## config.mk

```make
export PLATFORM = sky130hd
export DESIGN_NAME = kict_cell
export DESIGN_NICKNAME = d
export VERILOG_FILES = /design/src/rtl/kict_pkg.sv /design/src/rtl/kict_cell.sv
export SDC_FILE = /design/constraint.sdc
export NUM_CORES = 1
export LEC_CHECK = 0
export ABC_AREA = 0
export BUFFER_PORTS_ARGS = -buffer_cell sky130_fd_sc_hd__buf_4
export CORE_AREA = 8 8 112 114
export CTS_CLUSTER_DIAMETER = 120
export DETAILED_ROUTE_END_ITERATION = 12
export DIE_AREA = 0 0 120 122
export PLACE_DENSITY_LB_ADDON = 0.1
export SYNTH_ARGS = -nofsm -noshare
export SYNTH_HDL_FRONTEND = slang
export SYNTH_SLANG_ARGS = --single-unit
```

## constraint.sdc

```tcl
create_clock -name clk -period 2.16 [get_ports clk]
set_input_delay 0.216 -clock clk [delete_from_list [all_inputs] [get_ports clk]]
set_output_delay 0.216 -clock clk [all_outputs]
set_load 0.02 [all_outputs]
```

## src/rtl/kict_pkg.sv

```systemverilog
`timescale 1ns / 1ps
// Package for the keyed interval conflict table.
// Holds sizes, status and command codes, and the types shared by the cell and the top level.
package kict_pkg;

    localparam int CAPACITY   = 64;
    localparam int TIME_WIDTH = 32;
    localparam int STOP_W     = TIME_WIDTH + 1;
    localparam int CNT_W      = $clog2(CAPACITY + 1);
    localparam int KEY_W      = 7;
    localparam int VEL_W      = 7;
    localparam int FIELD_W    = 32;
    localparam int COUNT_W    = 7;
    localparam int STATUS_W   = 2;

    localparam logic CMD_INSERT = 1'b0;
    localparam logic CMD_CLEAR  = 1'b1;

    localparam logic [STATUS_W-1:0] ST_ADDED   = 2'd0;
    localparam logic [STATUS_W-1:0] ST_OVERLAP = 2'd1;
    localparam logic [STATUS_W-1:0] ST_FULL    = 2'd2;
    localparam logic [STATUS_W-1:0] ST_CLEARED = 2'd3;

    typedef struct packed {
        logic [TIME_WIDTH-1:0] start;
        logic [STOP_W-1:0]     stop;
        logic [KEY_W-1:0]      key;
        logic [VEL_W-1:0]      velocity;
    } note_t;

    typedef struct packed {
        logic             valid;
        logic [CNT_W-1:0] remaining;
        logic             hit;
    } token_t;

endpackage

```

## src/rtl/kict_cell.sv

```systemverilog
`timescale 1ns / 1ps
// One table cell: stores one note entry and checks the passing scan token against it.
// Depends on kict_pkg.
module kict_cell
    import kict_pkg::*;
(
    input  logic   clk,
    input  logic   rst_n,
    input  note_t  note,
    input  logic   wr_en,
    input  token_t tok_in,
    output token_t tok_out
);

    logic [TIME_WIDTH-1:0] entry_start_reg;
    logic [STOP_W-1:0]     entry_stop_reg;
    logic [KEY_W-1:0]      entry_key_reg;
    logic [VEL_W-1:0]      entry_velocity_reg;
    token_t                tok_reg;
    token_t                tok_next;
    logic                  active;
    logic                  match;

    always_comb
    begin
        active = tok_in.valid && (tok_in.remaining != '0);
        match  = active && (entry_key_reg == note.key)
                 && ({1'b0, entry_start_reg} < note.stop)
                 && (entry_stop_reg > {1'b0, note.start});
        tok_next.valid     = tok_in.valid;
        tok_next.remaining = active ? tok_in.remaining - CNT_W'(1) : tok_in.remaining;
        tok_next.hit       = tok_in.hit | match;
    end

    always_ff @(posedge clk or negedge rst_n)
    begin
        if (!rst_n)
        begin
            tok_reg <= '0;
        end
        else
        begin
            tok_reg <= tok_next;
        end
    end

    always_ff @(posedge clk)
    begin
        if (wr_en)
        begin
            entry_start_reg    <= note.start;
            entry_stop_reg     <= note.stop;
            entry_key_reg      <= note.key;
            entry_velocity_reg <= note.velocity;
        end
    end

    assign tok_out = tok_reg;

endmodule

```

* Yosys cells after proc, flatten, opt, wreduce, memory -nomap -nowiden
Cells that the tools add are included.
** Word-level totals
- Logic and storage cells :: 17
- Register bits :: 81
- Output and inout port bits :: 9
** Operators by class
- Equality and inequality tests :: 1
- Reductions and logical operators :: 5
- Mux-type cells :: 1
- Order comparisons :: 2
- Add/sub/neg operators :: 1
- Bitwise logic cells :: 1
** Operators by type and width (number)
- $gt A33 B32 Y1 :: 1
- $lt A32 B33 Y1 :: 1
- $eq A7 B7 Y1 :: 1
- $mux W7 :: 1
- $reduce_bool A7 Y1 :: 1
- $sub A7 B1 Y7 const B :: 1
- $logic_and A1 B1 Y1 :: 4
- $or A1 B1 Y1 :: 1

* Logic depth before layout (Yosys ltp)
Gate-level depths: netlist of the first run.
- Depth in word-level cells :: 6
- Mapped depth :: 8
- Gate-level depth less buffers :: 8

* Worst setup path after synthesis of the first run
Ideal clock, no wire load.
- Path kind :: register to register
- From :: register entry_start_reg[6]
- To :: register tok_reg (netlist bit tok_out[0])
- Clock period less this slack :: 1.748 ns
- Arrival :: 1.654 ns
- Buffers on the path :: 0
- Slack :: 0.412 ns
- Setup time :: 0.094 ns
- Stages on the path, launching flop included :: 8
- Cell sequence :: edfxtp_1 > ha_1 > a21oi_1 > o21ai_0 > a22o_1 > a2111oi_2 > o32ai_1 > a211oi_1
** RTL lines
- from (decl) :: RTL line kict_cell.sv:15 : logic [TIME_WIDTH-1:0] entry_start_reg;
- from (signal assigned) :: RTL line kict_cell.sv:51 : entry_start_reg <= note.start;
- to (signal assigned) :: RTL line kict_cell.sv:43 : tok_reg <= tok_next;
- to (decl) :: RTL line kict_cell.sv:19 : token_t tok_reg;

==> impl_results.md, run 1 <==
- Status: completed
- Total Routing Usage GR: 12.7%
- Setup tns final: 0 ps
- Antenna viol nets, final: 0
- Nets: ~600
- Placement row count: 38
- Largest net degree at the start of global routing: 66
- Worst IR Drop VDD: between 300 and 400 uV
- Synth Register Bits: 81
- DRC violations left: 0
- Final Hold Vio Count: 0
- WHS Path Cells: 1
- Mapped Cells: 339
- Longest Clk Path Bufs: 2
- Critical Path RT: about 2400 ps
- Slew Viols, Final: 0
- Max Fanout on Critical Path: 2
- Hold WC Path Type: primary input to flip-flop
- MaxCap Viol Count: 0
- PortBufs: 92
- Crit Path Class: flip-flop to flip-flop
- Sequential-to-total area share from yosys stat: between 50% and 60%
- Area leader, netlist: edfxtp_1
- Worst Path Arrival: ~2300 ps
- Final worst path period need: 2040 ps
- Share of flip-flops with an asynchronous set or reset: between 10 and 15%
- Die W: 120 um
- Routed via count: around 2800
- Final GP Congestion: between 0.7 and 0.8
- Final period util: a little over nine tenths
- Sink Count: 81
- HPWL after detailed placement: 7.07 mm
- Pre-antenna DRT Iters: 5
- RSZ-0062 raised after global routing: no
- Die ar.: about 15000 sq um
- Dominant synthesized flop cell: edfxtp_1
- Grt total ovfl: 0
- Avg Vias per Cell: ~4.7
- Setup skew after layout: about 4.2 ps
- R2R cell count: 8
- Synth warn: 0
- Layout cell share with drive strength beyond 1: roughly 28%
- Synthesized area per cell: 12.5 sq um
- Post-synth EDFFs: roughly 70
- CTS buffer count: 9
- Cell Pwr Density: ~650 nW/um^2
- Depth of the CTS H-tree: 3
- Vias in the first global route: roughly 3100
- # IOs: 100
- Filler cells: roughly 1000
- Static Leakage: approximately 2.6 nW
- Crit end category: flip-flop
- Synthesis-to-finish area growth: 28.9%
- Post-synthesis net count: roughly 500
- Clock Latency Late Sink: about 360 ps
- Worst-Margin Slew: 386 ps
- Post-synth top area share: 51.1%
- Worst rel slew slack: 74.3%
- Root Buffer: clkbuf_8
- Initial antenna violation count: 0
- Number of flip-flops in the largest register: 33
- Core Area: ~11000 sq um
- CTS tree: built
- Starting Density: about two fifths
- Antenna Cells: 0
- Routed len/inst: around 15 um
- Max Clock Freq: between 0.4 and 0.5 GHz
- First DRT Iteration DRCs: approximately 130
- Yosys cell types: 34
- Startpoint types: flip-flop
- Overall power: 3.55 mW
- Synth top area cells: edfxtp_1 (51%), ha_1 (19%), inv_1 (6.1%), dfrtp_1 (5.3%), a21oi_1 (2.7%)
- Clk pin slew, worst setup/hold paths: around 80 ps
- Synth Cell Area: 4230 sq um
- Final wirelength: about 8.9 mm
- First-pass GRT wire length: roughly 14 mm
- Post-CTS Setup Repair Bufs: 0
- DIE HEIGHT: between 100 and 150 um
- Finish-stage setup viols: 0
==> cell usage in the layout (no fill, tap or decap), types with 9 or more instances in the layout <==
cell and n:
buf_4 104, a21oi_1 23, nand4_1 11, nand2_1 15
edfxtp_1 72, clkbuf_8 9, ha_1 65, inv_1 69
dfrtp_1 9
==> power breakdown <==
group	switching (mW)	leakage, nW	internal [mW]
clock network	0.554	0.0897	0.526
logic	0.293	1.65	0.302
registers	0.0372	0.810	1.84
total	0.884	2.55	2.67
==> synth_stat cells (2+ instances only) <==
cell type and n:
edfxtp_1 72, inv_1 69, ha_1 65, a21oi_1 23, nand2_1 15, nand4_1 11
dfrtp_1 9, a21o_1 8, nor2_1 8, o21ai_0 8, nand3_1 7, xnor2_1 7
xor2_1 6, a211oi_1 4, nor3_1 4, nor4_1 3, and4_1 2, and4b_1 2
==> cell families after synthesis <==
family	share of synthesized area [%]
adder cells (fa/ha/maj)	19.2
buffers and inverters	6.13
AND/OR/NAND/NOR	7.64
AO/OA/AOI/OAI	7.84
flip-flops	56.5
XOR/XNOR	2.69
==> final cells by class <==
| type | instances | area (sq um) | share of cell area (%) |
|---|---|---|---|
| Clock buffer | 10 | 128 | 2.34 |
| Clock inverter | 6 | 58.8 | 1.08 |
| Inverter | 69 | 259 | 4.75 |
| Multi-Input combinational cell | 189 | 1620 | 29.7 |
| Sequential cell | 81 | 2390 | 43.8 |
| Tap cell | 140 | 175 | 3.22 |
| Timing Repair Buffer | 107 | 821 | 15.1 |
==> critical path, stage by stage, from the launching register on <==
cell	delay (ps)
edfxtp_1	370
ha_1	300
and4b_1	240
nand2_1	160
a2111oi_4	350
buf_4	160
nand3_1	80
a41oi_2	210
a211oi_2	60
==> final timing paths <==
path                                     start             endpoint  slack [ps]
max                        entry_start_reg[30]           tok_out[0]         120
min                                   note[57]  entry_start_reg[10]          30
max reg2reg                entry_start_reg[30]           tok_out[0]         120
min reg2reg                 entry_stop_reg[32]           tok_out[0]         780
max in group asynchronous                rst_n           tok_out[3]        1810
min in group asynchronous                rst_n           tok_out[1]         210
==> routing by layer <==
metal / GRT usage, % / wire [um] / part of all wire (%)
met1: 15.5 / 4040 / 45
met2: 20.2 / 4290 / 48
met3: 4.03 / 467 / 5.2
met4: 6.32 / 154 / 1.7
met5: 0 / 0 / 0
==> what timing repair did <==
action / CTS / global route
setup endpoints to repair: 1 / 1
hold endpoints to repair: 10 / 0
pin swaps: 0 / 3
hold buffers: 2 / 0
gates resized for setup: 3 / 3
==> per-stage QoR <==
step	area (sq um)	setup slack (ps)	cells	util (%)	hold slack, ps
final	5450	119	602	50.9	34.6
after CTS	5420	49.6	602	50.7	11.3
after floorplan	4230	412	339	-	-79.6
after detailed placement	5200	-45.3	584	48.6	47.8
after global routing	5450	4.05	602	50.9	4.93
after global placement	5200	-18.2	584	48.6	47.0
(Power assumes the default switching activity.)
==> run 2: changes to the inputs <==
Settings changed: CTS_BUF_LIST set to sky130_fd_sc_hd__clkbuf_8.
==> run 2 against run 1 <==
Net effect:
- first-iteration DRC count did not move
- design area is the same
- global-route usage stayed put
==> impl_results.md, run 2 (synthesized netlist as in run 1, its figures left out) <==
- Cell Pwr Density: 651 nW/um^2 (-0.13%)
- RSZ-0062 raised after global routing: no
- Critical Path RT: 2400 ps (about the same)
- # IOs: 100 (unchanged)
- Worst-Margin Slew: 386 ps (unchanged)
- First DRT Iteration DRCs: 132 (unchanged)
- Final Cell Area: 5450 sq um (unchanged)
- Final worst path period need: 2040 ps (-0.204 ps)
- Avg Vias per Cell: 4.72 (unchanged)
- Max Fanout on Critical Path: 2 (unchanged)
- CTS buffer count: 9 (unchanged)
- Crit Path Class: flip-flop to flip-flop
- Starting Density: 39.5% (unchanged)
- Post-CTS Setup Repair Bufs: 0 (unchanged)
- Antenna Cells: 0 (unchanged)
- DRC violations left: 0 (unchanged)
- Final wirelength: 8.95 mm (unchanged)
- First-pass GRT wire length: 14.4 mm (unchanged)
- Die W: 120 um (unchanged)
- Vias in the first global route: 3079 (unchanged)
- Number of flip-flops in the largest register: 33 (unchanged)
- Depth of the CTS H-tree: 3 (unchanged)
- Startpoint types: flip-flop
- Longest Clk Path Bufs: 2 (unchanged)
- Slew Viols, Final: 0 (unchanged)
- MaxCap Viol Count: 0 (unchanged)
- Sink Count: 81 (unchanged)
- Static Leakage: 2.56 nW (+0.16%)
- Root Buffer: clkbuf_8
- DIE HEIGHT: 122 um (unchanged)
- Hold WC Path Type: primary input to flip-flop
- Layout cell share with drive strength beyond 1: 27.7% (unchanged)
- Worst rel slew slack: 74.3% (unchanged)
- CTS tree: built
- Max Clock Freq: 0.490 GHz (about the same)
- Status: completed
- Initial antenna violation count: 0 (unchanged)
- Flop2flop setup slack: 120 ps (about the same)
- Overall power: 3.55 mW (-0.13%)
- Commonest non-fill, non-tap cell in the layout: buf_4
- Crit end category: flip-flop
- Routed via count: 2844 (unchanged)
- DP Area: 5200 sq um (unchanged)
- Setup tns final: 0 ps (unchanged)
- Finish-stage setup viols: 0 (unchanged)
- Final Hold Vio Count: 0 (unchanged)
- Placement row count: 38 (unchanged)
- PortBufs: 92 (unchanged)
- Antenna viol nets, final: 0 (unchanged)
- Nets: 613 (unchanged)
- Largest net degree at the start of global routing: 66 (unchanged)
- Commonest non-fill, non-tap cells in the layout: buf_4 (104), edfxtp_1 (72), inv_1 (70)
- Final hold slack: 34.6 ps (unchanged)
- Worst Path Arrival: 2280 ps (about the same)
- Clk pin slew, worst setup/hold paths: 80 ps (about the same)
- Die ar.: 14600 sq um (unchanged)
- Core Area: 10700 sq um (unchanged)
- Routed len/inst: 14.9 um (unchanged)
- Synthesis-to-finish area growth: 28.9% (unchanged)
- Worst IR Drop VDD: 347 uV (about the same)
- Clock Latency Late Sink: 360 ps (about the same)
- Pre-antenna DRT Iters: 5 (unchanged)
- Grt total ovfl: 0 (unchanged)
- Final period util: 94.5% (about the same)
- Total Routing Usage GR: 12.7% (unchanged)
- Setup skew after layout: 4.05 ps (-0.158 ps)
- Final GP Congestion: 0.750 (unchanged)
- HPWL after detailed placement: 7.07 mm (unchanged)
## run 2: cell types whose count changed in the layout (fill, tap and decap cells not counted)
cell | previous run | this run
clkbuf_1 | 1 | 0
inv_1 | 69 | 70
## run 2: metal layers
layer  share of wire (%)  track usage (%)  vias up
li1                    -                -     1456
met1                  45             15.5     1312
met2                  48             20.2       63
met3                 5.2             4.03       13
met4                 1.7             6.32        0
met5                   0                0        -
## run 2: what timing repair did
action / in CTS / in global routing
endpoints found under the hold margin: 10 / 0
gates resized for setup: 3 / 3
pin swaps: 0 / 3
hold buffers: 2 / 0
setup endpoints to repair: 1 / 1
## run 2: layout make-up
class / count / area, sq um
Tap cell: 140 / 175
Clock inverter: 7 / 62.6
Sequential cell: 81 / 2390
Clock buffer: 9 / 124
Multi-Input combinational cell: 189 / 1620
Fill cell: 1004 / 5250
Inverter: 69 / 259
Timing Repair Buffer: 107 / 821
## run 2: report_power, final
group | switching, mW | leakage, nW | internal (mW)
logic | 0.293 | 1.65 | 0.302
registers | 0.0372 | 0.810 | 1.84
clock network | 0.554 | 0.0939 | 0.521
total | 0.885 | 2.56 | 2.66
## run 2: critical path: stages (launching register included)
cell and delay (ps):
edfxtp_1 370, ha_1 300, and4b_1 240, nand2_1 160, a2111oi_4 350, buf_4 160, nand3_1 80, a41oi_2 210
a211oi_2 60
## run 2: metrics by stage
| step | instances | util [%] | setup slack, ps |
|---|---|---|---|
| 2_1_floorplan | 339 | - | 412 |
| 3_3_place_gp | 584 | 48.6 | -18.2 |
| 3_5_place_dp | 584 | 48.6 | -45.3 |
| 4_1_cts | 602 | 50.7 | 49.8 |
| 5_1_grt | 602 | 50.9 | 4.19 |
| 6_report | 602 | 50.9 | 119 |
## run 2: final timing paths
| path | start | end | depth (start not counted) |
|---|---|---|---|
| hold reg to reg | entry_stop_reg[32] | tok_out[0] | 3 |
| min in group asynchronous | rst_n | tok_out[1] | 2 |
| max in group asynchronous | rst_n | tok_out[3] | 2 |
| setup reg to reg | entry_start_reg[30] | tok_out[0] | 8 |
| setup / recovery | entry_start_reg[30] | tok_out[0] | 8 |
| hold / removal | note[57] | entry_start_reg[10] | 1 |
